--- config.mk ---
export PLATFORM = sky130hd
export DESIGN_NAME = smx_resq
export DESIGN_NICKNAME = d
export VERILOG_FILES = /design/src/rtl/smx_pkg.sv /design/src/rtl/smx_resq.sv
export SDC_FILE = /design/constraint.sdc
export NUM_CORES = 1
export LEC_CHECK = 0
export BUFFER_PORTS_ARGS = -buffer_cell sky130_fd_sc_hd__clkbuf_2
export CAP_MARGIN = 40
export CORE_ASPECT_RATIO = 1.75
export CORE_MARGIN = 1
export CORE_UTILIZATION = 50
export DETAILED_ROUTE_END_ITERATION = 7
export HOLD_SLACK_MARGIN = 0.03
export PLACE_DENSITY = 0.74
export RECOVER_POWER = 50
export SKIP_LAST_GASP = 1
export SYNTH_ARGS = -nofsm -noshare
export SYNTH_HDL_FRONTEND = slang
export SYNTH_SLANG_ARGS = --single-unit
--- constraint.sdc ---
create_clock -name clk -period 12.3 [get_ports clk]
set_clock_uncertainty 0.1 [all_clocks]
set_input_delay 1.23 -clock clk [delete_from_list [all_inputs] [get_ports clk]]
set_output_delay 1.23 -clock clk [all_outputs]
set_load 0.03 [all_outputs]
--- src/rtl/smx_pkg.sv ---
// Shared types, codes and helpers of the stack machine executor.
package smx_pkg;

	localparam int STACK_DEPTH = 1024;
	localparam int NUM_LOCALS = 16;
	localparam int DEPTH_W = $clog2(STACK_DEPTH + 1);
	localparam int ADDR_W = $clog2(STACK_DEPTH);
	localparam int LIDX_W = (NUM_LOCALS > 1) ? $clog2(NUM_LOCALS) : 1;
	localparam int QUEUE_DEPTH = 2;
	localparam int QPTR_W = $clog2(QUEUE_DEPTH);
	localparam int QCNT_W = $clog2(QUEUE_DEPTH + 1);

	localparam logic [3:0] A_I32CONST = 4'd0;
	localparam logic [3:0] A_I64CONST = 4'd1;
	localparam logic [3:0] A_ADD      = 4'd2;
	localparam logic [3:0] A_SUB      = 4'd3;
	localparam logic [3:0] A_MUL      = 4'd4;
	localparam logic [3:0] A_DIVS     = 4'd5;
	localparam logic [3:0] A_LGET     = 4'd6;
	localparam logic [3:0] A_LSET     = 4'd7;
	localparam logic [3:0] A_RETURN   = 4'd8;
	localparam logic [3:0] A_DROP     = 4'd9;
	localparam logic [3:0] A_NOP      = 4'd10;
	localparam logic [3:0] A_RESTART  = 4'd11;

	localparam logic [2:0] K_PUSHC   = 3'd0;
	localparam logic [2:0] K_BIN     = 3'd1;
	localparam logic [2:0] K_LGET    = 3'd2;
	localparam logic [2:0] K_LSET    = 3'd3;
	localparam logic [2:0] K_RET     = 3'd4;
	localparam logic [2:0] K_DROP    = 3'd5;
	localparam logic [2:0] K_NOP     = 3'd6;
	localparam logic [2:0] K_RESTART = 3'd7;

	localparam logic [1:0] BIN_ADD = 2'd0;
	localparam logic [1:0] BIN_SUB = 2'd1;
	localparam logic [1:0] BIN_MUL = 2'd2;
	localparam logic [1:0] BIN_DIV = 2'd3;

	localparam logic [2:0] ST_OK        = 3'd0;
	localparam logic [2:0] ST_STOPPED   = 3'd1;
	localparam logic [2:0] ST_OVERFLOW  = 3'd2;
	localparam logic [2:0] ST_UNDERFLOW = 3'd3;
	localparam logic [2:0] ST_DIVZERO   = 3'd4;
	localparam logic [2:0] ST_BADLOCAL  = 3'd5;
	localparam logic [2:0] ST_BADOP     = 3'd6;
	localparam logic [2:0] ST_IGNORED   = 3'd7;

	localparam logic [1:0] RS_READY   = 2'd0;
	localparam logic [1:0] RS_RUNNING = 2'd1;
	localparam logic [1:0] RS_STOPPED = 2'd2;
	localparam logic [1:0] RS_ERROR   = 2'd3;

	typedef struct packed {
		logic [3:0]         action;
		logic signed [63:0] operand;
		logic               last_instruction;
	} item_t;

	typedef struct packed {
		logic [2:0]  status;
		logic [63:0] top_value;
		logic [10:0] stack_depth;
		logic [1:0]  run_state;
		logic [31:0] instr_count;
	} res_t;

	typedef struct packed {
		logic [2:0]        kind;
		logic [1:0]        bin_op;
		logic              bad_op;
		logic [63:0]       value;
		logic [LIDX_W-1:0] lidx;
		logic              bad_idx;
		logic              last;
	} cmd_t;

	function automatic logic [63:0] sext32(logic [31:0] v);
		return {{32{v[31]}}, v};
	endfunction

endpackage

--- src/rtl/smx_resq.sv ---
// Result queue: holds finished result beats until they are popped.
module smx_resq (
	input  logic          clk,
	input  logic          arst_n,
	input  logic          wr,
	input  smx_pkg::res_t wr_data,
	output logic          full,
	input  logic          pop,
	output logic          empty,
	output smx_pkg::res_t result
);
	import smx_pkg::*;

	res_t              q_q [QUEUE_DEPTH];
	logic [QPTR_W-1:0] wr_q;
	logic [QPTR_W-1:0] rd_q;
	logic [QCNT_W-1:0] cnt_q;
	logic              rd_en;

	assign full = cnt_q == QCNT_W'(QUEUE_DEPTH);
	assign empty = cnt_q == '0;
	assign rd_en = pop && !empty;
	assign result = q_q[rd_q];

	always_ff @(posedge clk) begin
		if (wr) begin
			q_q[wr_q] <= wr_data;
		end
	end

	always_ff @(posedge clk or negedge arst_n) begin
		if (!arst_n) begin
			wr_q <= '0;
			rd_q <= '0;
			cnt_q <= '0;
		end else begin
			if (wr) begin
				wr_q <= wr_q + QPTR_W'(1);
			end
			if (rd_en) begin
				rd_q <= rd_q + QPTR_W'(1);
			end
			cnt_q <= cnt_q + QCNT_W'(wr) - QCNT_W'(rd_en);
		end
	end

endmodule

==> results of run 1 <==
## routing by layer
layer  GRT usage  wire length, um
met4      0.0761              571
met3      0.0448             1120
met5           0               13
met1       0.166             4940
met2       0.321             8550
## metrics by stage
stage	setup WS, ns	power (mW)	cell area, um2	hold WS, ns	util
after CTS	8.06	2.71	10700	0.436	0.632
after detailed placement	8.58	2.11	10000	0.419	0.594
after global routing	7.96	2.78	10500	0.421	0.624
final	8.12	2.67	10500	0.389	0.624
after floorplan	5.51	1.88	8570	0.355	-
after global placement	8.43	2.06	9910	0.401	0.588
## power groups by stage
stage / Sequential, mW / Combinational [mW] / Clock (mW)
final: 1.10 / 0.974 / 0.600
after global routing: 1.11 / 1.02 / 0.642
after CTS: 1.10 / 0.997 / 0.615
after detailed placement: 1.11 / 0.994 / 0
after global placement: 1.14 / 0.928 / 0
after floorplan: 1.10 / 0.783 / 0
## cells in the mapped netlist
cell,number
and2_1,1
buf_2,4
buf_6,8
buf_8,1
dfrtp_1,4
edfxtp_1,224
ha_1,2
inv_1,2
mux2_2,42
mux2_4,70
nor2_1,1
nor2b_1,2
o21a_1,1
xnor2_1,2
xor2_1,2
## flip-flops by register name, summed over array words and instances (netlist names)
name   cells
cnt_q      2
rd_q       1
wr_q       1
q_q      224
## worst max path at each step
stage,endpoint,cells after the start,slack [ns]
floorplan,q_q[0][0],1,5.51
global placement,result[5],3,8.43
detailed placement,result[3],4,8.58
CTS,result[3],4,8.06
global route,result[4],4,7.96
finish,result[3],4,8.12
## final cells by class
type,instances,area share
tap,227,0.0270
antenna,1,0.000238
clock buffer,23,0.0507
inverter,2,0.000714
sequential,228,0.649
multi-input combinational,123,0.153
clock inverter,11,0.00975
timing repair buffer,236,0.109
## kinds of logic after synthesis
| group | share of synthesized area |
|---|---|
| buffers and inverters | 0.0155 |
| muxes | 0.178 |
| DFF | 0.796 |
| xor gates and xnor gates | 0.00409 |
| AOI/OAI and AO/OA | 0.000876 |
| and+or+nand+nor | 0.00263 |
| adders and majority gates | 0.00292 |
## worst max-delay path: stages (launching register included)
cell	delay [ns]
dfrtp_4	0.80
buf_16	0.31
buf_4	0.62
mux2_2	0.42
clkbuf_2	0.18
==> flow_metrics.env, run 1 <==
export IMPL_start_util=0.508
export IMPL_via_count=4218
export IMPL_track_usage=0.169
export IMPL_multi_input_area_mm2=0.00161
export IMPL_layout_area_seq_mm2=0.00683
export IMPL_post_cts_resized=0
export IMPL_final_common_cell="edfxtp_1"
export IMPL_area_delta_synth_final_pct=22.7
export IMPL_hold_class="flip-flop to flip-flop"
export IMPL_post_cts_buffers=0
export IMPL_rsz0062_at_grt="false"
export IMPL_reg2reg_slack_ns=9.17
export IMPL_dieArea_mm2=0.0177
export IMPL_syn_cell_area_mm2=0.00857
export IMPL_final_nets=729
export IMPL_synthCells=366
export IMPL_hold_depth=1
export IMPL_dp_cells=816
export IMPL_drt_wl_total_um=15200
export IMPL_clock_path_buffers=3
export IMPL_setup_viol=0
export IMPL_grt_pass1_wl_um=22500
export IMPL_die_height_um=175
export IMPL_antenna_found_initial=2
export IMPL_ir_drop_mv=0.191
export IMPL_cp_arrival_ns=2.85
export IMPL_cts_hold_buf=0
export IMPL_combPwrFrac=0.365
export IMPL_syn_area_per_cell_um2=23.4
export IMPL_relSlewSlack=-0.165
export IMPL_drt_pass1_iter_count=4
export IMPL_maxCapViolations=2
export IMPL_outcome="complete, but fails checks"
export IMPL_grt_max_degree=54
export IMPL_ys_warnings_count=0
export IMPL_drv_slew=59
export IMPL_cts_sinks=228
export IMPL_p_seq_frac=0.411
export IMPL_clockRootBuffer="clkbuf_16"
export IMPL_drive_above_1_share=0.469
export IMPL_powerDensity_mw_per_mm2=254
export IMPL_viasPerCell=4.96
export IMPL_drt_iter0_drc=186
export IMPL_postRouteAntennaNets=0
export IMPL_stdcell_count=851
export IMPL_fmax_ghz=0.239
export IMPL_hold_viol=0
export IMPL_die_x_um=101
export IMPL_r2r_cells=3
export IMPL_clk_latency_ns=0.48
export IMPL_htreeDepth=1
export IMPL_tightest_slew_ns=1.75
export IMPL_clkPwrFrac=0.225
export IMPL_yosysTopAreaCellShare=0.785
export IMPL_leakage_nw=4.01
export IMPL_start_kind="flip-flop"
export IMPL_timing_final_crit_share=0.340
export IMPL_wire_per_inst_um=17.8
export IMPL_yosys_area_top_type="edfxtp_1"
export IMPL_min_period_ns=4.18
export IMPL_setup_tns_final_ns=0
export IMPL_ios=230
export IMPL_gp_congestion=0.683
export IMPL_ys_ff_latch=228
export IMPL_r2r_start="wr_q"
export IMPL_io_buffers=229
export IMPL_critPathCaptureType="output port"
export IMPL_dp_hpwl_um=10600
export IMPL_setup_worst_path_start="rd_q"
export IMPL_core_area_mm2=0.0169
export IMPL_synth_top_cells_by_area="edfxtp_1 (78%), mux2_4 (12%), mux2_2 (5.5%)"
export IMPL_drc=0
export IMPL_rr_endpoint="q_q[1][75]"
export IMPL_seq_area_frac_synth=0.796
export IMPL_grt_pass1_vias=4452
export IMPL_n_fill_cell=1295
export IMPL_synth_cell_types=15
export IMPL_hold_end="wr_q"
export IMPL_core_rowCount=63
export IMPL_switching_share=0.343
export IMPL_grt_ovfl_total=0
export IMPL_violations="capacitance limit, slew limit"
export IMPL_cp_max_fo=40
export IMPL_p_sw_uw=916
export IMPL_hold_start="wr_q"
export IMPL_required_ns=10.97
export IMPL_synthesis_nets=484
export IMPL_worstSetupPathType="flip-flop to output port"
export IMPL_cts_tree="yes"
export IMPL_cts_made_buffers=20
export IMPL_clk_pin_slew_ns=0.06
export IMPL_layout_common_cells="edfxtp_1 (224), clkbuf_2 (143), clkbuf_1 (88)"
export IMPL_p_int_mw=1.76
Note: power is estimated with default switching activity, not from simulation.
==> run 2, diff against run 1 <==
CORE_UTILIZATION = 47   (was 50)
PLACE_DENSITY = 0.73   (was 0.74)
clock period = 3.8 ns   (was 12.3 ns; I/O delays follow)
==> run 2 against run 1 <==
  * The flow now finishes without violations
  * Critical path type unchanged
  * Via count up 12%
  * Final cell count up 14%
  * Clock-buffer cell count up 1
  * Wire length up 17%
==> flow_metrics.env, run 2 (same netlist as run 1, synthesis figures left out) <==
export IMPL_tightest_slew_ns=1.40
export IMPL_setup_tns_final_ns=0
export IMPL_wire_per_inst_um=18.3
export IMPL_leakage_nw=4.51
export IMPL_start_kind="flip-flop"
export IMPL_rsz0062_at_grt="false"
export IMPL_dp_cells=821
export IMPL_core_area_mm2=0.0180
export IMPL_track_usage=0.190
export IMPL_largest_reg_flops=224
export IMPL_top_register="q_q"
export IMPL_clk_latency_ns=0.48
export IMPL_relSlewSlack=0.0650
export IMPL_grt_pass1_wl_um=27500
export IMPL_powerDensity_mw_per_mm2=759
export IMPL_p_int_mw=5.81
export IMPL_grt_max_degree=58
export IMPL_drv_slew=0
export IMPL_layout_common_cells="edfxtp_1 (224), clkbuf_2 (154), dlygate4sd3_1 (113)"
export IMPL_via_count=4741
export IMPL_dieArea_mm2=0.0188
export IMPL_drive_above_1_share=0.412
export IMPL_hold_start="wr"
export IMPL_cts_sinks=228
export IMPL_outcome="finished, final reports clean"
export IMPL_p_seq_frac=0.405
export IMPL_post_cts_buffers=0
export IMPL_setup_viol=0
export IMPL_drt_pass1_iter_count=4
export IMPL_ios=230
export IMPL_postRouteAntennaNets=0
export IMPL_hold_worst_slack_ns=0.0580
export IMPL_ir_drop_mv=0.739
export IMPL_gp_congestion=0.793
export IMPL_hold_depth=2
export IMPL_switching_share=0.345
export IMPL_hold_class="input port to flip-flop"
export IMPL_clkPwrFrac=0.232
export IMPL_stdcell_count=972
export IMPL_final_common_cell="edfxtp_1"
export IMPL_start_util=0.477
export IMPL_worstSetupPathType="flip-flop to output port"
export IMPL_final_util=0.650
export IMPL_clockRootBuffer="clkbuf_16"
export IMPL_hold_end="wr_q"
export IMPL_drt_iter0_drc=183
export IMPL_min_period_ns=2.88
export IMPL_clock_path_buffers=3
export IMPL_drt_wl_total_um=17800
export IMPL_required_ns=3.32
export IMPL_die_x_um=104
export IMPL_combPwrFrac=0.362
export IMPL_cp_max_fo=50
export IMPL_top_regs="q_q: 224 flops, cnt_q: 2 flops"
export IMPL_viasPerCell=4.88
export IMPL_dp_hpwl_um=11000
export IMPL_reg2reg_slack_ns=1.33
export IMPL_maxCapViolations=0
export IMPL_rr_endpoint="q_q[1][49]"
export IMPL_drc=0
export IMPL_fmax_ghz=0.347
export IMPL_cts_made_buffers=20
export IMPL_area_delta_synth_final_pct=36.2
export IMPL_grt_ovfl_total=0
export IMPL_r2r_cells=2
export IMPL_cp_arrival_ns=2.40
export IMPL_clk_pin_slew_ns=0.06
export IMPL_cts_tree="yes"
export IMPL_io_buffers=229
export IMPL_grt_pass1_vias=5254
export IMPL_critPathCaptureType="output port"
export IMPL_r2r_start="wr_q"
export IMPL_htreeDepth=1
export IMPL_core_rowCount=65
export IMPL_hold_viol=0
export IMPL_antenna_found_initial=2
export IMPL_final_nets=840
export IMPL_p_sw_mw=3.06
export IMPL_timing_final_crit_share=0.758
export IMPL_die_height_um=181
[run 2: cell types whose count changed in the layout (fill, tap and decap cells not counted), moves of 2 or more]
| cell | change |
|---|---|
| clkbuf_1 | -11 |
| buf_16 | -3 |
| diode_2 | +2 |
| clkinv_2 | -4 |
| dlygate4sd3_1 | +113 |
| buf_12 | +2 |
| clkbuf_2 | +11 |
[run 2: layout make-up]
type,instances,area (um2)
flip-flops and latches,228,6830
fillers,1242,6300
repair buffers,347,2250
multi-input cells,123,1620
clock buffers,24,537
well taps,234,293
clock inverters,11,134
inverters,2,7.51
diodes,3,7.51
[run 2: timing repair]
action	4_1_cts	5_1_grt
gates resized for setup	0	0
hold buffers	113	0
endpoints found under the hold margin	228	0
[run 2: worst max path at each step]
stage	cells past startpoint	from	endpoint	slack, ns
2_1_floorplan	1	wr_q	q_q[1][0]	0.22
3_3_place_gp	3	rd_q	result[75]	1.49
3_5_place_dp	3	rd_q	result[82]	1.44
4_1_cts	3	rd_q	result[63]	0.92
5_1_grt	3	rd_q	result[66]	0.84
6_report	3	rd_q	result[66]	0.92
[run 2: power by group through the flow]
stage	Combinational (mW)	Clock [mW]	Sequential [mW]
after global placement	3.10	0	3.61
final	3.21	2.06	3.60
after global routing	3.37	2.20	3.65
after detailed placement	3.14	0	3.64
after CTS	3.24	2.10	3.59
after floorplan	2.54	0	3.51
[run 2: worst max-delay path, stage by stage, from the launching register on]
cell,delay [ns]
dfrtp_4,0.90
buf_4,0.46
mux2_4,0.35
clkbuf_2,0.19
[run 2: metal layers]
| layer | up-vias | part of all wire | track usage |
|---|---|---|---|
| li1 | 2164 | - | - |
| met1 | 2308 | 0.34 | 0.198 |
| met2 | 205 | 0.55 | 0.352 |
| met3 | 64 | 0.046 | 0.0278 |
| met4 | 0 | 0.055 | 0.121 |
| met5 | - | 0 | 0 |
[run 2: through the flow]
stage | instance area [um2] | setup slack (ns) | total power [mW]
4_1_cts | 11800 | 0.917 | 8.93
3_3_place_gp | 9960 | 1.49 | 6.71
3_5_place_dp | 9960 | 1.44 | 6.78
2_1_floorplan | 8580 | 0.216 | 6.05
5_1_grt | 11700 | 0.835 | 9.21
6_report | 11700 | 0.918 | 8.87
