[src/rtl/smx_pkg.sv]
// Shared types, codes and helpers of the stack machine executor.
package smx_pkg;

	localparam int STACK_DEPTH = 1024;
	localparam int NUM_LOCALS = 16;
	localparam int DEPTH_W = $clog2(STACK_DEPTH + 1);
	localparam int ADDR_W = $clog2(STACK_DEPTH);
	localparam int LIDX_W = (NUM_LOCALS > 1) ? $clog2(NUM_LOCALS) : 1;
	localparam int QUEUE_DEPTH = 2;
	localparam int QPTR_W = $clog2(QUEUE_DEPTH);
	localparam int QCNT_W = $clog2(QUEUE_DEPTH + 1);

	localparam logic [3:0] A_I32CONST = 4'd0;
	localparam logic [3:0] A_I64CONST = 4'd1;
	localparam logic [3:0] A_ADD      = 4'd2;
	localparam logic [3:0] A_SUB      = 4'd3;
	localparam logic [3:0] A_MUL      = 4'd4;
	localparam logic [3:0] A_DIVS     = 4'd5;
	localparam logic [3:0] A_LGET     = 4'd6;
	localparam logic [3:0] A_LSET     = 4'd7;
	localparam logic [3:0] A_RETURN   = 4'd8;
	localparam logic [3:0] A_DROP     = 4'd9;
	localparam logic [3:0] A_NOP      = 4'd10;
	localparam logic [3:0] A_RESTART  = 4'd11;

	localparam logic [2:0] K_PUSHC   = 3'd0;
	localparam logic [2:0] K_BIN     = 3'd1;
	localparam logic [2:0] K_LGET    = 3'd2;
	localparam logic [2:0] K_LSET    = 3'd3;
	localparam logic [2:0] K_RET     = 3'd4;
	localparam logic [2:0] K_DROP    = 3'd5;
	localparam logic [2:0] K_NOP     = 3'd6;
	localparam logic [2:0] K_RESTART = 3'd7;

	localparam logic [1:0] BIN_ADD = 2'd0;
	localparam logic [1:0] BIN_SUB = 2'd1;
	localparam logic [1:0] BIN_MUL = 2'd2;
	localparam logic [1:0] BIN_DIV = 2'd3;

	localparam logic [2:0] ST_OK        = 3'd0;
	localparam logic [2:0] ST_STOPPED   = 3'd1;
	localparam logic [2:0] ST_OVERFLOW  = 3'd2;
	localparam logic [2:0] ST_UNDERFLOW = 3'd3;
	localparam logic [2:0] ST_DIVZERO   = 3'd4;
	localparam logic [2:0] ST_BADLOCAL  = 3'd5;
	localparam logic [2:0] ST_BADOP     = 3'd6;
	localparam logic [2:0] ST_IGNORED   = 3'd7;

	localparam logic [1:0] RS_READY   = 2'd0;
	localparam logic [1:0] RS_RUNNING = 2'd1;
	localparam logic [1:0] RS_STOPPED = 2'd2;
	localparam logic [1:0] RS_ERROR   = 2'd3;

	typedef struct packed {
		logic [3:0]         action;
		logic signed [63:0] operand;
		logic               last_instruction;
	} item_t;

	typedef struct packed {
		logic [2:0]  status;
		logic [63:0] top_value;
		logic [10:0] stack_depth;
		logic [1:0]  run_state;
		logic [31:0] instr_count;
	} res_t;

	typedef struct packed {
		logic [2:0]        kind;
		logic [1:0]        bin_op;
		logic              bad_op;
		logic [63:0]       value;
		logic [LIDX_W-1:0] lidx;
		logic              bad_idx;
		logic              last;
	} cmd_t;

	function automatic logic [63:0] sext32(logic [31:0] v);
		return {{32{v[31]}}, v};
	endfunction

endpackage

[src/rtl/smx_front.sv]
// Front end: decodes incoming instructions and queues them for execution.
module smx_front (
	input  logic           clk,
	input  logic           arst_n,
	input  logic           push,
	output logic           full,
	input  smx_pkg::item_t item,
	output logic           cmd_valid,
	input  logic           cmd_pop,
	output smx_pkg::cmd_t  cmd
);
	import smx_pkg::*;

	cmd_t              dec;
	cmd_t              q_q [QUEUE_DEPTH];
	logic [QPTR_W-1:0] wr_q;
	logic [QPTR_W-1:0] rd_q;
	logic [QCNT_W-1:0] cnt_q;
	logic              wr_en;

	always_comb begin
		dec = '0;
		dec.last = item.last_instruction;
		dec.lidx = item.operand[LIDX_W-1:0];
		dec.bad_idx = item.operand[31:0] >= 32'(NUM_LOCALS);
		dec.value = item.operand;
		unique case (item.action)
			A_I32CONST: begin
				dec.kind = K_PUSHC;
				dec.value = sext32(item.operand[31:0]);
			end
			A_I64CONST: dec.kind = K_PUSHC;
			A_ADD: begin
				dec.kind = K_BIN;
				dec.bin_op = BIN_ADD;
			end
			A_SUB: begin
				dec.kind = K_BIN;
				dec.bin_op = BIN_SUB;
			end
			A_MUL: begin
				dec.kind = K_BIN;
				dec.bin_op = BIN_MUL;
			end
			A_DIVS: begin
				dec.kind = K_BIN;
				dec.bin_op = BIN_DIV;
			end
			A_LGET:    dec.kind = K_LGET;
			A_LSET:    dec.kind = K_LSET;
			A_RETURN:  dec.kind = K_RET;
			A_DROP:    dec.kind = K_DROP;
			A_NOP:     dec.kind = K_NOP;
			A_RESTART: dec.kind = K_RESTART;
			default: begin
				dec.kind = K_NOP;
				dec.bad_op = 1'b1;
			end
		endcase
	end

	assign full = cnt_q == QCNT_W'(QUEUE_DEPTH);
	assign wr_en = push && !full;
	assign cmd_valid = cnt_q != '0;
	assign cmd = q_q[rd_q];

	always_ff @(posedge clk) begin
		if (wr_en) begin
			q_q[wr_q] <= dec;
		end
	end

	always_ff @(posedge clk or negedge arst_n) begin
		if (!arst_n) begin
			wr_q <= '0;
			rd_q <= '0;
			cnt_q <= '0;
		end else begin
			if (wr_en) begin
				wr_q <= wr_q + QPTR_W'(1);
			end
			if (cmd_pop) begin
				rd_q <= rd_q + QPTR_W'(1);
			end
			cnt_q <= cnt_q + QCNT_W'(wr_en) - QCNT_W'(cmd_pop);
		end
	end

endmodule

[config.mk]
export PLATFORM = sky130hd
export DESIGN_NAME = smx_front
export DESIGN_NICKNAME = d
export VERILOG_FILES = /design/src/rtl/smx_pkg.sv /design/src/rtl/smx_front.sv
export SDC_FILE = /design/constraint.sdc
export NUM_CORES = 1
export LEC_CHECK = 0
export ABC_AREA = 1
export ABC_CLOCK_PERIOD_IN_PS = 8200
export BUFFER_PORTS_ARGS = -buffer_cell sky130_fd_sc_hd__buf_2
export CELL_PAD_IN_SITES_DETAIL_PLACEMENT = 0
export CELL_PAD_IN_SITES_GLOBAL_PLACEMENT = 2
export CORE_MARGIN = 2
export CORE_UTILIZATION = 40
export CTS_CLUSTER_SIZE = 30
export DETAILED_ROUTE_END_ITERATION = 10
export GPL_TIMING_DRIVEN = 0
export PLACE_DENSITY_LB_ADDON = 0.1
export RECOVER_POWER = 50
export SLEW_MARGIN = 20
export SYNTH_ARGS = -nofsm -noshare
export SYNTH_HDL_FRONTEND = slang
export SYNTH_SLANG_ARGS = --single-unit
[constraint.sdc]
create_clock -name clk -period 8.2 [get_ports clk]
set_input_delay 1.64 -clock clk [delete_from_list [all_inputs] [get_ports clk]]
set_output_delay 1.64 -clock clk [all_outputs]
set_load 0.02 [all_outputs]
==> flow_metrics.tcl, run 1 <==
set metrics [dict create \
    relSlewSlack_pct -22.9 \
    setup_viol 0 \
    netlist.area_leader.share_pct 67.8 \
    grt_overflow 0 \
    reg2reg_depth 5 \
    fp.dieArea_um2 17000 \
    syn_inst 385 \
    yosys.cell_types.count 26 \
    crit_fanout 18 \
    hold_depth 1 \
    cts_resized 0 \
    dr.pass1.iters 4 \
    syn_area_um2 6380 \
    avgSynthCellArea_um2 16.6 \
    n_fill_cell 1403 \
    synth_edf_count 144 \
    clkLatencyLatePin_ns 0.41 \
    die_height_um 130 \
    synth_commonest_cells "edfxtp_1, mux2_4, nand2_1, inv_1, o21ai_1" \
    finalCriticalPeriod_ns 4.20 \
    p_seq_share_pct 37.0 \
    synth_most_common_cell "edfxtp_1" \
    synthFlopType "edfxtp_1" \
    post_cts_buffers 0 \
    core_area_um2 15700 \
    grt_pass1_wl_um 18500 \
    final_util_pct 51.0 \
    path_clk_slew_ns 0.06 \
    antenna_left 0 \
    p_clk_share_pct 25.8 \
    hold_violations 0 \
    htreeDepth 4 \
    grt_pass1_vias 3577 \
    cts_inserted_buffers 17 \
    yosys_warnings 0 \
    required_ns 8.32 \
    fp.dieW_um 130 \
    path_class "input port to register" \
    status "finished, violations left" \
    worst_pin_slew_ns 1.84 \
    grt_max_degree 24 \
    synth-async-reset-ratio_pct 2.70 \
    place.gp.congestion 0.748 \
    synth-seq-cells 148 \
    violations "capacitance limit, slew limit" \
    cts_max_path_buffers 2 \
    period_share_pct 51.3 \
    rows 46 \
    p_sw_share_pct 31.4 \
    peakVddDrop_mv 0.172 \
    synth_area_leader_cell "edfxtp_1" \
    maxCapViolations 2 \
    slew_violations 33 \
    num_antenna_cells 0 \
    wl_um 12100 \
    ys_seq_area_share_pct 69.4 \
    vias 3524 \
    grt_setup_unrepaired "false" \
    setup.worst_path.end_class "register" \
    drt_iter0_drc 150 \
    routedWlPerCell_um 15.3 \
    synthesis.nets 460 \
    io_buffers 150 \
    start_util_pct 40.6 \
    cts_root_buffer "clkbuf_16" \
    p_per_area_nw_per_um2 364 \
    route.detailed.drc 0 \
    drt-vias-per-instance 4.47 \
    min_path_type "register to register" \
    max_freq_mhz 238 \
    hpwl_um 8400 \
    combPwrFrac_pct 37.2 \
    final.setup_skew_ns 0.00533 \
    critPathLaunchType "input port" \
    p_int_mw 2.00 \
    synth_area_leaders "edfxtp_1, mux2_4, nand2_1" \
    nNetsFinal 635 \
    cts_tree "built" \
    clock_sinks 148 \
    drive_gt1_share_pct 42.2 \
    antenna_found_initial 0 \
    worstPathArrival_ns 4.32 \
    pin_count 151 \
    power.leakage_nw 3.33 \
    groute.usage.overall_pct 14.8 \
    tns_ns 0 \
    syn2layout_area_growth_pct 25.7 \
    ctsHoldBuffers 0 \
    net-switching-power_mw 0.917 \
]
==> kinds of logic after synthesis <==
family | share of synthesized area, %
buffers and inverters | 5.08
and+or+nand+nor | 4.90
muxes | 16.8
DFF | 69.4
AOI/OAI and AO/OA | 2.92
adders and majority gates | 0.392
xor gates and xnor gates | 0.549
==> worst max-delay path, stage by stage <==
cell and delay, ns:
buf_2 0.07, o21ai_0 0.18, nor2_1 1.28, clkbuf_1 0.89, buf_16 0.24
==> worst paths after layout <==
path                           from    endpoint  slack [ns]
setup reg to reg           cnt_q[1]  q_q[1][31]        4.82
hold / removal             cnt_q[0]    cnt_q[0]        0.58
min in group asynchronous    arst_n        rd_q        1.06
setup / recovery               push  q_q[1][31]        4.00
hold reg to reg            cnt_q[0]    cnt_q[0]        0.58
max in group asynchronous    arst_n    cnt_q[1]        6.95
==> cell usage in the layout (no fill, tap or decap), types with 2 or more instances in the layout <==
cell | netlist | final
edfxtp_1 | 144 | 144
xor2_1 | 3 | 3
clkinv_1 | 0 | 5
mux2_4 | 69 | 69
mux2_2 | 3 | 3
clkbuf_2 | 2 | 2
buf_16 | 0 | 3
o21ai_0 | 4 | 34
clkbuf_16 | 0 | 17
clkbuf_1 | 1 | 40
bufinv_16 | 0 | 3
dfrtp_1 | 4 | 4
inv_1 | 27 | 27
nor2_1 | 16 | 17
clkinv_2 | 0 | 3
nand2_1 | 51 | 51
buf_2 | 0 | 117
buf_12 | 0 | 2
buf_6 | 15 | 12
buf_4 | 4 | 4
ha_1 | 2 | 2
==> final cells by class <==
class                   instances  area, µm²  area share, %
flip-flops and latches        148       4420           55.2
repair buffers                156        836           10.4
well taps                     216        270           3.37
multi-input cells             186       1610           20.1
clock buffers                  19        433           5.40
plain buffers                  22        190           2.37
clock inverters                13        140           1.75
inverters                      29        110           1.37
==> power groups by stage <==
stage | Clock [mW] | Combinational [mW] | Sequential [mW]
floorplan | 0 | 0.782 | 1.10
global placement | 0 | 1.06 | 1.12
detailed placement | 0 | 1.13 | 1.10
CTS | 0.775 | 1.13 | 1.08
global route | 0.808 | 1.17 | 1.09
finish | 0.753 | 1.09 | 1.08
==> per-stage QoR <==
stage,setup WS [ns],instance area (µm²),hold slack (ns),power (mW),std cells
after floorplan,2.97,6380,0.532,1.88,385
after global placement,0.898,7400,0.546,2.19,751
after detailed placement,5.06,7560,0.584,2.23,757
after CTS,4.78,8140,0.596,2.99,789
after global routing,3.79,8010,0.591,3.07,789
final,4.00,8010,0.575,2.92,789
==> state kept, by name (all words and copies together), names as in the netlist <==
register,flops
wr_q,1
q_q,144
rd_q,1
cnt_q,2
==> routing by layer <==
| layer | wire [µm] | up-vias | global-route usage, % |
|---|---|---|---|
| li1 | - | 1731 | - |
| met1 | 5140 | 1684 | 17.3 |
| met2 | 6040 | 98 | 24.5 |
| met3 | 766 | 11 | 5.78 |
| met4 | 161 | 0 | 5.95 |
| met5 | 0 | - | 0 |
No activity file was read; power rests on OpenSTA's default activity.
==> run 2: changes to the inputs <==
--- a/config.mk
+++ b/config.mk
@@ -5,13 +5,13 @@
 export SDC_FILE = /design/constraint.sdc
 export NUM_CORES = 1
 export LEC_CHECK = 0
-export ABC_AREA = 1
-export ABC_CLOCK_PERIOD_IN_PS = 8200
+export ABC_AREA = 0
+export ABC_CLOCK_PERIOD_IN_PS = 3650
 export BUFFER_PORTS_ARGS = -buffer_cell sky130_fd_sc_hd__buf_2
 export CELL_PAD_IN_SITES_DETAIL_PLACEMENT = 0
 export CELL_PAD_IN_SITES_GLOBAL_PLACEMENT = 2
 export CORE_MARGIN = 2
-export CORE_UTILIZATION = 40
+export CORE_UTILIZATION = 33
 export CTS_CLUSTER_SIZE = 30
 export DETAILED_ROUTE_END_ITERATION = 10
 export GPL_TIMING_DRIVEN = 0
==> constraint.sdc (replaced) <==
create_clock -name clk -period 3.65 [get_ports clk]
set_input_delay 0.73 -clock clk [delete_from_list [all_inputs] [get_ports clk]]
set_output_delay 0.73 -clock clk [all_outputs]
set_load 0.02 [all_outputs]
==> flow_metrics.tcl, run 2 <==
set metrics [dict create \
    syn2layout_area_growth_pct 27.1 \
    net-switching-power_mw 1.99 \
    hold_violations 0 \
    groute.usage.overall_pct 13.3 \
    synthFlopType "edfxtp_1" \
    yosys_warnings 0 \
    post_cts_buffers 0 \
    peakVddDrop_mv 0.349 \
    relSlewSlack_pct -28.0 \
    drt_iter0_drc 124 \
    totalPowerFinal_mw 6.14 \
    route.detailed.drc 0 \
    synth-async-reset-ratio_pct 2.70 \
    grt_max_degree 39 \
    cts_inserted_buffers 17 \
    yosys.area_share.xor_xnor_pct 0.742 \
    io_buffers 150 \
    grt_pass1_wl_um 18400 \
    yosys.cell_types.count 31 \
    largest_reg_flops 144 \
    final.setup_skew_ns 0.00676 \
    period_share_pct 75.6 \
    ys_seq_area_share_pct 74.9 \
    layout.cells.most_common "edfxtp_1" \
    hpwl_um 8450 \
    drive_gt1_share_pct 45.7 \
    clock_sinks 148 \
    wl_um 12500 \
    n_fill_cell 1654 \
    ctsHoldBuffers 0 \
    maxCapViolations 1 \
    rows 48 \
    path_clk_slew_ns 0.06 \
    netlist.area_leader.share_pct 73.2 \
    crit_fanout 10 \
    antenna_found_initial 1 \
    synth_most_common_cell "edfxtp_1" \
    seq_area_um2 4420 \
    critPathLaunchType "register" \
    setup_viol 0 \
    fin_ws_ns 0.890 \
    power.leakage_nw 2.79 \
    synth_edf_count 144 \
    drt-vias-per-instance 4.58 \
    synth_top_family_by_area "multiplexers" \
    start_util_pct 33.9 \
    synth_area_leaders "edfxtp_1, mux2_2, o21ai_1" \
    rrSetupSlack_ns 1.01 \
    fp.dieW_um 138 \
    syn_area_um2 5910 \
    routedWlPerCell_um 16.6 \
    combPwrFrac_pct 33.7 \
    p_int_mw 4.15 \
    pin_count 151 \
    placed_cell_area_um2 7030 \
    min_path_type "input port to asynchronous set/reset pin" \
    layout_common_cells "edfxtp_1, buf_2, mux2_2" \
    synth_adder_area_share_pct 0.593 \
    top_regs "q_q (144), cnt_q (2)" \
    fp.dieArea_um2 19000 \
    nNetsFinal 587 \
    grt_pass1_vias 3541 \
    cts_root_buffer "clkbuf_16" \
    worstPathArrival_ns 2.03 \
    dpl_worst_slack_ns 1.37 \
    dr.pass1.iters 4 \
    max_freq_mhz 362 \
    p_clk_share_pct 27.0 \
    cts_max_path_buffers 2 \
    core_area_um2 17400 \
    synth_area_leader_cell "edfxtp_1" \
    worst_pin_slew_ns 1.92 \
    place.gp.congestion 0.690 \
    cts_tree "built" \
    antenna_left 0 \
    vias 3432 \
    reg2reg_depth 3 \
    synth_compound_area_share_pct 2.99 \
    grt_setup_unrepaired "false" \
    synth-seq-cells 148 \
    p_sw_share_pct 32.5 \
    clkLatencyLatePin_ns 0.42 \
    p_per_area_nw_per_um2 818 \
    cts_resized 0 \
    synth.mux.area_fraction_pct 13.7 \
    num_antenna_cells 0 \
    status "finished, violations left" \
    grt_overflow 0 \
    htreeDepth 4 \
    finalCriticalPeriod_ns 2.76 \
    violations "capacitance limit, slew limit" \
    setup.worst_path.end_class "primary output" \
    syn_inst 339 \
    p_seq_share_pct 39.3 \
    fin_area_um2 7500 \
    path_class "register to primary output" \
    required_ns 2.92 \
    synth_commonest_cells "edfxtp_1, mux2_2, nand2_1, o21ai_1, buf_2" \
    multiInputGateArea_um2 1310 \
    avgSynthCellArea_um2 17.4 \
    synthesis.nets 414 \
    yosys.area_share.simple_pct 4.45 \
    regMostFlops "q_q" \
    slew_violations 38 \
    die_height_um 138 \
]
==> run 2: cell types whose count changed in the layout (fill, tap and decap cells not counted), sizes merged, moves of 3 or more <==
cell,previous run,this run
buf,138,134
clkinv,9,5
clkinvlp,2,5
inv,28,3
nand2,52,33
nor2,17,2
nor4,0,7
xnor2,1,4
==> run 2: path summary, 6_finish.rpt <==
check,start,end
setup / recovery,rd_q,cmd[71]
hold / removal,arst_n,cnt_q[1]
setup reg to reg,cnt_q[0],q_q[1][75]
hold reg to reg,wr_q,wr_q
max in group asynchronous,arst_n,wr_q
min in group clk,wr_q,wr_q
==> run 2: kinds of logic after synthesis <==
kind of cell	Yosys count
DFF	148
muxes	72
and+or+nand+nor	54
AOI/OAI and AO/OA	33
buffers and inverters	24
xor gates and xnor gates	5
adders and majority gates	3
==> run 2: power by group through the flow <==
stage	Clock (mW)	Sequential, mW	Combinational [mW]
floorplan	0	2.45	1.40
global placement	0	2.48	2.07
detailed placement	0	2.45	2.14
CTS	1.71	2.41	2.15
global route	1.77	2.45	2.25
finish	1.66	2.41	2.07
==> run 2: final cells by class <==
| type | count | share of cell area, % |
|---|---|---|
| multi-input combinational | 167 | 17.5 |
| buffer | 22 | 1.60 |
| clock buffer | 19 | 5.77 |
| tap | 225 | 3.75 |
| timing repair buffer | 154 | 10.5 |
| sequential | 148 | 59.0 |
| clock inverter | 13 | 1.80 |
| inverter | 2 | 0.100 |
==> run 2: metal layers <==
metal	wire length [µm]	share of wire, %	up-vias	GRT usage, %
met5	13	0.10	-	0
met3	899	7.2	15	4.71
li1	-	-	1641	-
met2	6120	49	100	22.5
met1	5250	42	1674	15.5
met4	184	1.5	2	5.44
==> run 2: through the flow <==
step	TNS [ns]	hold slack, ns	cells	util [%]
2_1_floorplan	0	0.434	339	-
3_3_place_gp	-102.16	0.477	714	39.8
3_5_place_dp	0	0.485	718	40.4
4_1_cts	0	0.0892	750	43.6
5_1_grt	0	0.146	750	43.1
6_report	0	0.137	750	43.1
==> run 2: worst max-delay path, cell delays in order (launching register included) <==
cell and delay (ns):
dfrtp_1 0.31, buf_2 0.24, clkbuf_1 0.50, mux2_2 0.41, buf_2 0.16
==> run 3: changes to the inputs <==
--- a/config.mk
+++ b/config.mk
@@ -6,12 +6,12 @@
 export NUM_CORES = 1
 export LEC_CHECK = 0
 export ABC_AREA = 0
-export ABC_CLOCK_PERIOD_IN_PS = 3650
+export ABC_CLOCK_PERIOD_IN_PS = 2600
 export BUFFER_PORTS_ARGS = -buffer_cell sky130_fd_sc_hd__buf_2
 export CELL_PAD_IN_SITES_DETAIL_PLACEMENT = 0
 export CELL_PAD_IN_SITES_GLOBAL_PLACEMENT = 2
 export CORE_MARGIN = 2
-export CORE_UTILIZATION = 33
+export CORE_UTILIZATION = 37
 export CTS_CLUSTER_SIZE = 30
 export DETAILED_ROUTE_END_ITERATION = 10
 export GPL_TIMING_DRIVEN = 0
==> constraint.sdc (replaced) <==
create_clock -name clk -period 2.6 [get_ports clk]
set_input_delay 0.52 -clock clk [delete_from_list [all_inputs] [get_ports clk]]
set_output_delay 0.52 -clock clk [all_outputs]
set_load 0.02 [all_outputs]
==> flow_metrics.tcl, run 3 (synthesis gave the netlist of run 2 again) <==
set metrics [dict create \
    routedWlPerCell_um 16.4 \
    required_ns 2.08 \
    pin_count 151 \
    power.leakage_nw 2.84 \
    grt_max_degree 43 \
    fin_area_um2 7560 \
    htreeDepth 4 \
    post_cts_buffers 0 \
    whs_ns 0.290 \
    fin_ws_ns 0.161 \
    max_freq_mhz 410 \
    clkLatencyLatePin_ns 0.41 \
    layout_common_cells "edfxtp_1, buf_2, mux2_2" \
    dr.pass1.iters 4 \
    route.detailed.drc 0 \
    min_path_type "input port to register" \
    die_height_um 130 \
    fp.dieArea_um2 17000 \
    worstPathArrival_ns 1.92 \
    core_area_um2 15700 \
    io_buffers 150 \
    num_antenna_cells 0 \
    cts_inserted_buffers 17 \
    regMostFlops "q_q" \
    crit_fanout 10 \
    grt_overflow 0 \
    peakVddDrop_mv 0.501 \
    startpoint "rd_q" \
    setup.worst_path.end_class "primary output" \
    groute.usage.overall_pct 14.7 \
    largest_reg_flops 144 \
    cts_max_path_buffers 2 \
    antenna_found_initial 0 \
    syn2layout_area_growth_pct 28.0 \
    fp.dieW_um 130 \
    worst_pin_slew_ns 1.09 \
    period_share_pct 93.8 \
    p_per_area_nw_per_um2 1150 \
    grt_pass1_wl_um 18300 \
    status "completed" \
    maxCapViolations 0 \
    critPathLaunchType "register" \
    totalPowerFinal_mw 8.72 \
    stdcell_count 740 \
    grt_setup_unrepaired "false" \
    placed_cell_area_um2 7070 \
    hold_violations 0 \
    place.gp.congestion 0.697 \
    wl_um 12100 \
    grt_pass1_vias 3536 \
    dpl_worst_slack_ns 0.523 \
    drt-vias-per-instance 4.67 \
    path_clk_slew_ns 0.06 \
    finalCriticalPeriod_ns 2.44 \
    top_regs "q_q (144), cnt_q (2)" \
    final_util_pct 48.1 \
    start_util_pct 37.6 \
    place_inst 710 \
    vias 3453 \
    tns_ns 0 \
    r2r_start "cnt_q[1]" \
    final.setup_skew_ns 0.00903 \
    nNetsFinal 589 \
    cts_root_buffer "clkbuf_16" \
    relSlewSlack_pct 27.1 \
    rows 46 \
    worstHoldStart "item[4]" \
    slew_violations 0 \
    path_class "register to primary output" \
    drt_iter0_drc 211 \
    hpwl_um 8260 \
    setup_viol 0 \
    layout.cells.most_common "edfxtp_1" \
    antenna_left 0 \
    drive_gt1_share_pct 46.2 \
    cts_tree "built" \
    clock_sinks 148 \
]
## run 3: worst paths after layout
check,cells past startpoint,slack (ns),to
max,5,0.16,cmd[9]
min,1,0.29,q_q[1][9]
min reg2reg,1,0.50,cnt_q[1]
max reg2reg,6,0.34,q_q[0][46]
min in group asynchronous,2,0.46,wr_q
max in group asynchronous,2,1.96,cnt_q[0]
## run 3: final cells by class
type                            instances  area [µm²]
Buffer                                 22         121
Fill cell                            1446        8160
Clock buffer                           18         429
Clock inverter                         11         139
Tap cell                              216         270
Sequential cell                       148        4420
Inverter                                2        7.51
Multi-Input combinational cell        167        1310
Timing Repair Buffer                  156         852
## run 3: timing repair
item,4_1_cts,5_1_grt
hold buffers,1,0
gates resized for setup,0,0
endpoints found under the hold margin,4,0
## run 3: critical path, cell delays in order (launching register included)
cell	delay [ns]
dfrtp_1	0.31
buf_2	0.23
buf_2	0.30
mux2_2	0.38
buf_4	0.13
buf_2	0.15
## run 3: power by group
group / leakage (nW) / switching [mW] / internal [mW]
Combinational: 1.17 / 1.77 / 1.19
Sequential: 1.38 / 0.111 / 3.27
Clock: 0.279 / 0.889 / 1.48
Total: 2.84 / 2.77 / 5.95
## run 3: layer usage
metal,vias up,track usage [%],part of all wire (%)
met1,1676,16.8,41
met2,113,24.5,50
met5,-,0,0
met4,0,5.57,0.92
met3,8,6.44,8.6
li1,1656,-,-
